### src/rtl/core/tbt_pkg.sv
package tbt_pkg;

    localparam int unsigned LOG_TABLE_ENTRIES_DEF = 64;

    localparam int LOG_W   = 35;   // log2 in Q30, integer part up to 31
    localparam int RNUM_W  = 42;   // series * sense_uv
    localparam int RDEN_W  = 26;   // supply_uv - sense_uv
    localparam int TNUM_W  = 68;   // a << 31
    localparam int TDEN_W  = 52;   // positive denominator
    localparam int TQUO_W  = 19;   // quotient below 445 * 1024

    localparam logic [23:0] LN2_Q24      = 24'd11629080;
    localparam logic [18:0] TEMP_HIGH    = 19'sd200000;
    localparam logic [18:0] TEMP_LOW     = -19'sd27315;
    localparam logic [16:0] KELVIN_CENTI = 17'd27315;
    localparam logic [8:0]  SAT_QUOT     = 9'd445;

    localparam logic [2:0] REG_SUPPLY_GAIN = 3'd0;
    localparam logic [2:0] REG_SERIES      = 3'd1;
    localparam logic [2:0] REG_NOMINAL     = 3'd2;
    localparam logic [2:0] REG_BETA        = 3'd3;
    localparam logic [2:0] REG_NOMINAL_T   = 3'd4;

    localparam logic [1:0] ST_OK        = 2'd0;
    localparam logic [1:0] ST_NO_SUPPLY = 2'd1;
    localparam logic [1:0] ST_ZERO_RES  = 2'd2;
    localparam logic [1:0] ST_SATURATED = 2'd3;

    typedef struct packed {
        logic [31:0] r;
        logic        bad;
        logic        rsat;
        logic        zero;
    } info_t;

    // log2(x0 / 2^30) fraction in Q30 by repeated squaring
    function automatic logic [30:0] rom_entry(input logic [63:0] x0);
        logic [63:0] x;
        logic [30:0] res;
        x   = x0;
        res = '0;
        for (int k = 1; k <= 30; k++)
        begin
            x = (x * x) >> 30;
            if (x >= (64'd1 << 31))
            begin
                x = x >> 1;
                res[30 - k] = 1'b1;
            end
        end
        return res;
    endfunction

endpackage

### src/rtl/core/tbt_log2.sv
module tbt_log2 #(
    parameter int unsigned N = tbt_pkg::LOG_TABLE_ENTRIES_DEF
) (
    input  logic                      clk,
    input  logic                      en,
    input  logic [31:0]               x,
    output logic [tbt_pkg::LOG_W-1:0] y
);
    import tbt_pkg::*;

    localparam int IDX_W = $clog2(N + 1);
    localparam int S_W   = 31 + IDX_W;

    logic [30:0] rom_tab [N+1];

    genvar i;
    generate
        for (i = 0; i <= N; i++)
        begin : g_rom
            if (i == N)
            begin : g_top
                assign rom_tab[i] = 31'd1 << 30;
            end
            else
            begin : g_ent
                localparam logic [63:0] X0 = (64'(i) << 30) / N + (64'd1 << 30);
                localparam logic [30:0] ENTRY = rom_entry(X0);
                assign rom_tab[i] = ENTRY;
            end
        end
    endgenerate

    logic [4:0]       n1_reg, n2_reg, n3_reg;
    logic [31:0]      x1_reg;
    logic [IDX_W-1:0] idx2_reg;
    logic [30:0]      rem2_reg, rem3_reg;
    logic [30:0]      lo3_reg, diff3_reg;
    logic [LOG_W-1:0] y_reg;

    logic [4:0]       lead;
    logic [31:0]      norm;
    logic [S_W-1:0]   s;
    logic [61:0]      prod;

    always_comb
    begin
        lead = '0;
        for (int b = 0; b < 32; b++)
        begin
            if (x[b])
            begin
                lead = 5'(b);
            end
        end
        norm = x1_reg << (5'd31 - n1_reg);
        s    = S_W'(norm[30:0]) * S_W'(N);
        prod = 62'(diff3_reg) * 62'(rem3_reg);
    end

    always_ff @(posedge clk)
    begin
        if (en)
        begin
            n1_reg    <= lead;
            x1_reg    <= x;
            n2_reg    <= n1_reg;
            idx2_reg  <= s[S_W-1:31];
            rem2_reg  <= s[30:0];
            n3_reg    <= n2_reg;
            rem3_reg  <= rem2_reg;
            lo3_reg   <= rom_tab[idx2_reg];
            diff3_reg <= rom_tab[idx2_reg + IDX_W'(1)] - rom_tab[idx2_reg];
            y_reg     <= {n3_reg, 30'b0} + LOG_W'(lo3_reg) + LOG_W'(prod >> 31);
        end
    end

    assign y = y_reg;

endmodule

### config.mk
export PLATFORM = sky130hd
export DESIGN_NAME = tbt_log2
export DESIGN_NICKNAME = d
export VERILOG_FILES = /design/src/rtl/core/tbt_pkg.sv /design/src/rtl/core/tbt_log2.sv
export SDC_FILE = /design/constraint.sdc
export NUM_CORES = 2
export LEC_CHECK = 0
export BUFFER_PORTS_ARGS = -buffer_cell sky130_fd_sc_hd__buf_2
export CAP_MARGIN = 20
export CELL_PAD_IN_SITES_DETAIL_PLACEMENT = 1
export CELL_PAD_IN_SITES_GLOBAL_PLACEMENT = 1
export CORE_MARGIN = 2
export CORE_UTILIZATION = 52
export DETAILED_ROUTE_END_ITERATION = 10
export MAX_ROUTING_LAYER = met4
export PLACE_DENSITY_LB_ADDON = 0.1
export SYNTH_ARGS = -nofsm -noshare
export SYNTH_HDL_FRONTEND = slang
export SYNTH_SLANG_ARGS = --single-unit
### constraint.sdc
create_clock -name clk -period 12.2 [get_ports clk]
set_clock_uncertainty 0.1 [all_clocks]
set_input_delay 0.61 -clock clk [delete_from_list [all_inputs] [get_ports clk]]
set_output_delay 0.61 -clock clk [all_outputs]
set_load 0.1 [all_outputs]
==> run metrics <==
FFs w/ async S/R, synth 0%; Final Net Count 5464; Netlist Area Pre-Place 40200 um^2; YS warnings 0; Critical Path AT 10710 ps; Final setup viols 0; cell taking the most area after synthesis fa_1; M2 GR Usage 60.3%; Setup crit start kind register; largest fanout on the critical path 20; Core Region 76200 um^2; Critical Path Slowest Stage Cell edfxtp_1; status complete, no violations; drt first-iter violations 2674; M1 GR Usage 43.4%; unique cell type count in the Yosys netlist 76; CTS tree yes; min-delay worst type input pin to register; Stages on worst setup path 33; area share of the largest cell type after synthesis 33.3%; Residual DRC 0; data required time of the worst path 12320 ps; post-DP HPWL 105 mm; number of global-route vias before repair 36075; Num CTS Buffers 17; row count 101; gr busiest metal met2; max reg flops 35; gr usage total 36.0%; DR vias 33295; Post-Synthesis Cells 4582; antenna violations before repair 4; met3 usage 3.92%; ANT nets after route 0; final worst path period share 86.8%; Cell Area, Placed 41600 um^2; Setup Fix Bufs, Post-CTS 0; fin. max-slew vios 0; reg2reg start rem3_reg[18]; pin count of the biggest net entering global routing 76; Yosys reg bits 198; Post-synth EDFFs 198; Final Hold Vio Count 0; Avg Cell Area, Syn 8.78 um^2; Die X 282 um; ranking of synthesized cells by area fa_1 (33%), edfxtp_1 (15%), ha_1 (8.6%); Routed WL 136 mm; final core utilization 55.6%; Crit Path Category register to register; Max transition margin 21.6%; Worst R2R End y[34]; Worst Setup SP rem3_reg[18]; Placed Cells 5491; worst r2r path cells 33; hold_buf cts 0; number of cells in the finished layout apart from fillers 5534; die height 282 um; global-route wire length before repair 210 mm; minimum clock period 10580 ps; Ports 69; Initial Utilization 52.8%; H-tree Lvls 4; Fmax 94.5 MHz; CP dominant cell by count fa_1; Clk pin slew, worst setup/hold paths 100 ps; clock tree root buffer cell clkbuf_16; Num Clock Sinks 198; post-CTS resize count 0; Critical path buffers and inverters 5; design area 42400 um^2; Pre-Repair DR Iteration Count 5; vias per cell 6.02; fill cell count 8891; Wirelength per Cell 24.6 um; Setup Total Neg Slack 0 ps; layout cells sized above 1 5.54%; Least-Margin Pin Slew 1180 ps; Worst Setup End Kind register; Area growth, synth to finish 5.32%; end point of the critical path y[34]; RSZ-0062 raised after global routing false; FF-to-FF setup slack 1620 ps; Max Root-Sink Buffers 2; slowest stage delay, CP 1110 ps; register area share after synthesis 14.8%; max-capacitance violation count 0; Post-synth top flop edfxtp_1; GRT Residual Overflow 0; Die ar. 79600 um^2; port bufs 68; routability congestion estimate 0.980; syn nets 5561; crit-path leading delay family adder cells; clk_lat worst skew 490 ps
-- cell usage after synthesis (29+ instances only) --
| library cell | n |
|---|---|
| a21oi_1 | 223 |
| nor2b_1 | 30 |
| xnor2_1 | 67 |
| o211ai_1 | 52 |
| o21ai_0 | 198 |
| nor3_1 | 49 |
| and2_1 | 402 |
| edfxtp_1 | 198 |
| clkbuf_1 | 243 |
| a21o_1 | 35 |
| inv_1 | 780 |
| ha_1 | 276 |
| a31oi_1 | 29 |
| mux2i_1 | 32 |
| nand2_1 | 626 |
| xor2_1 | 29 |
| nand3_1 | 56 |
| fa_1 | 669 |
| a211oi_1 | 44 |
| nor2_1 | 194 |
-- metal layers --
| metal | vias up | part of all wire [%] |
|---|---|---|
| met3 | 412 | 5.8 |
| met4 | 0 | 5.6 |
| met5 | - | 0 |
| li1 | 14478 | - |
| met2 | 1284 | 50 |
| met1 | 17121 | 39 |
-- cell type report --
type	instances	area (um^2)	share of cell area, %
sequential	198	5950	14.0
tap	1030	1290	3.04
clock inverter	15	236	0.558
antenna	6	15.0	0.0354
inverter	782	2940	6.93
timing repair buffer	162	1170	2.77
multi-input combinational	3324	30300	71.6
clock buffer	17	425	1.00
-- cell usage in the layout (no fill, tap or decap), drive strengths merged, types with 14 or more instances in the layout --
master | synthesis | layout
inv | 781 | 792
fa | 669 | 669
nand2 | 626 | 626
and2 | 403 | 403
ha | 276 | 276
a21oi | 224 | 224
o21ai | 200 | 200
edfxtp | 198 | 198
nor2 | 194 | 194
buf | 35 | 161
xnor2 | 67 | 67
nand3 | 56 | 56
o211ai | 52 | 52
nor3 | 50 | 50
a211oi | 45 | 45
a21o | 35 | 35
mux2i | 32 | 32
nor2b | 30 | 30
a31oi | 29 | 29
xor2 | 29 | 29
o21a | 20 | 20
nand2b | 20 | 20
o22ai | 20 | 20
clkbuf | 243 | 18
mux2 | 17 | 17
o31ai | 14 | 14
o21bai | 14 | 14
a311oi | 14 | 14
-- through the flow --
step | setup WS (ps) | hold WS (ps)
2_1_floorplan | 3500 | 300
3_3_place_gp | 1870 | 301
3_5_place_dp | 1570 | 306
4_1_cts | 1510 | 193
5_1_grt | 1200 | 197
6_report | 1620 | 208
-- how the worst min path moves through the flow --
stage            startpoint      endpoint  slack [ps]  cells past startpoint
2_1_floorplan     n2_reg[0]     n3_reg[0]         300                      0
3_3_place_gp    rem2_reg[6]   rem3_reg[6]         300                      0
3_5_place_dp   rem2_reg[20]  rem3_reg[20]         310                      0
4_1_cts                x[0]     x1_reg[0]         190                      1
5_1_grt                x[0]     x1_reg[0]         200                      1
6_report               x[4]     x1_reg[4]         210                      1
-- worst reg2reg max path, delay by kind of cell, from the launching register on --
kind / cells / cell delay, ps
adder cells (fa/ha/maj): 9 / 4270
AO/OA/AOI/OAI: 12 / 2770
AND/OR/NAND/NOR: 5 / 1380
flip-flops: 1 / 1110
XOR/XNOR: 2 / 390
buffers and inverters: 5 / 310
-- cell families after synthesis --
kind of cell	count (synthesis)	share of synthesized area, %
multiplexers	62	2.00
XOR/XNOR	96	2.09
AO/OA/AOI/OAI	779	12.2
buffers and inverters	1060	9.92
adder cells (fa/ha/maj)	945	41.9
AND/OR/NAND/NOR	1442	17.1
flip-flops	198	14.8
Power is left out: the tool's default activity adds up to more than one toggle a clock period on the data nets, which glitch-free logic cannot reach.
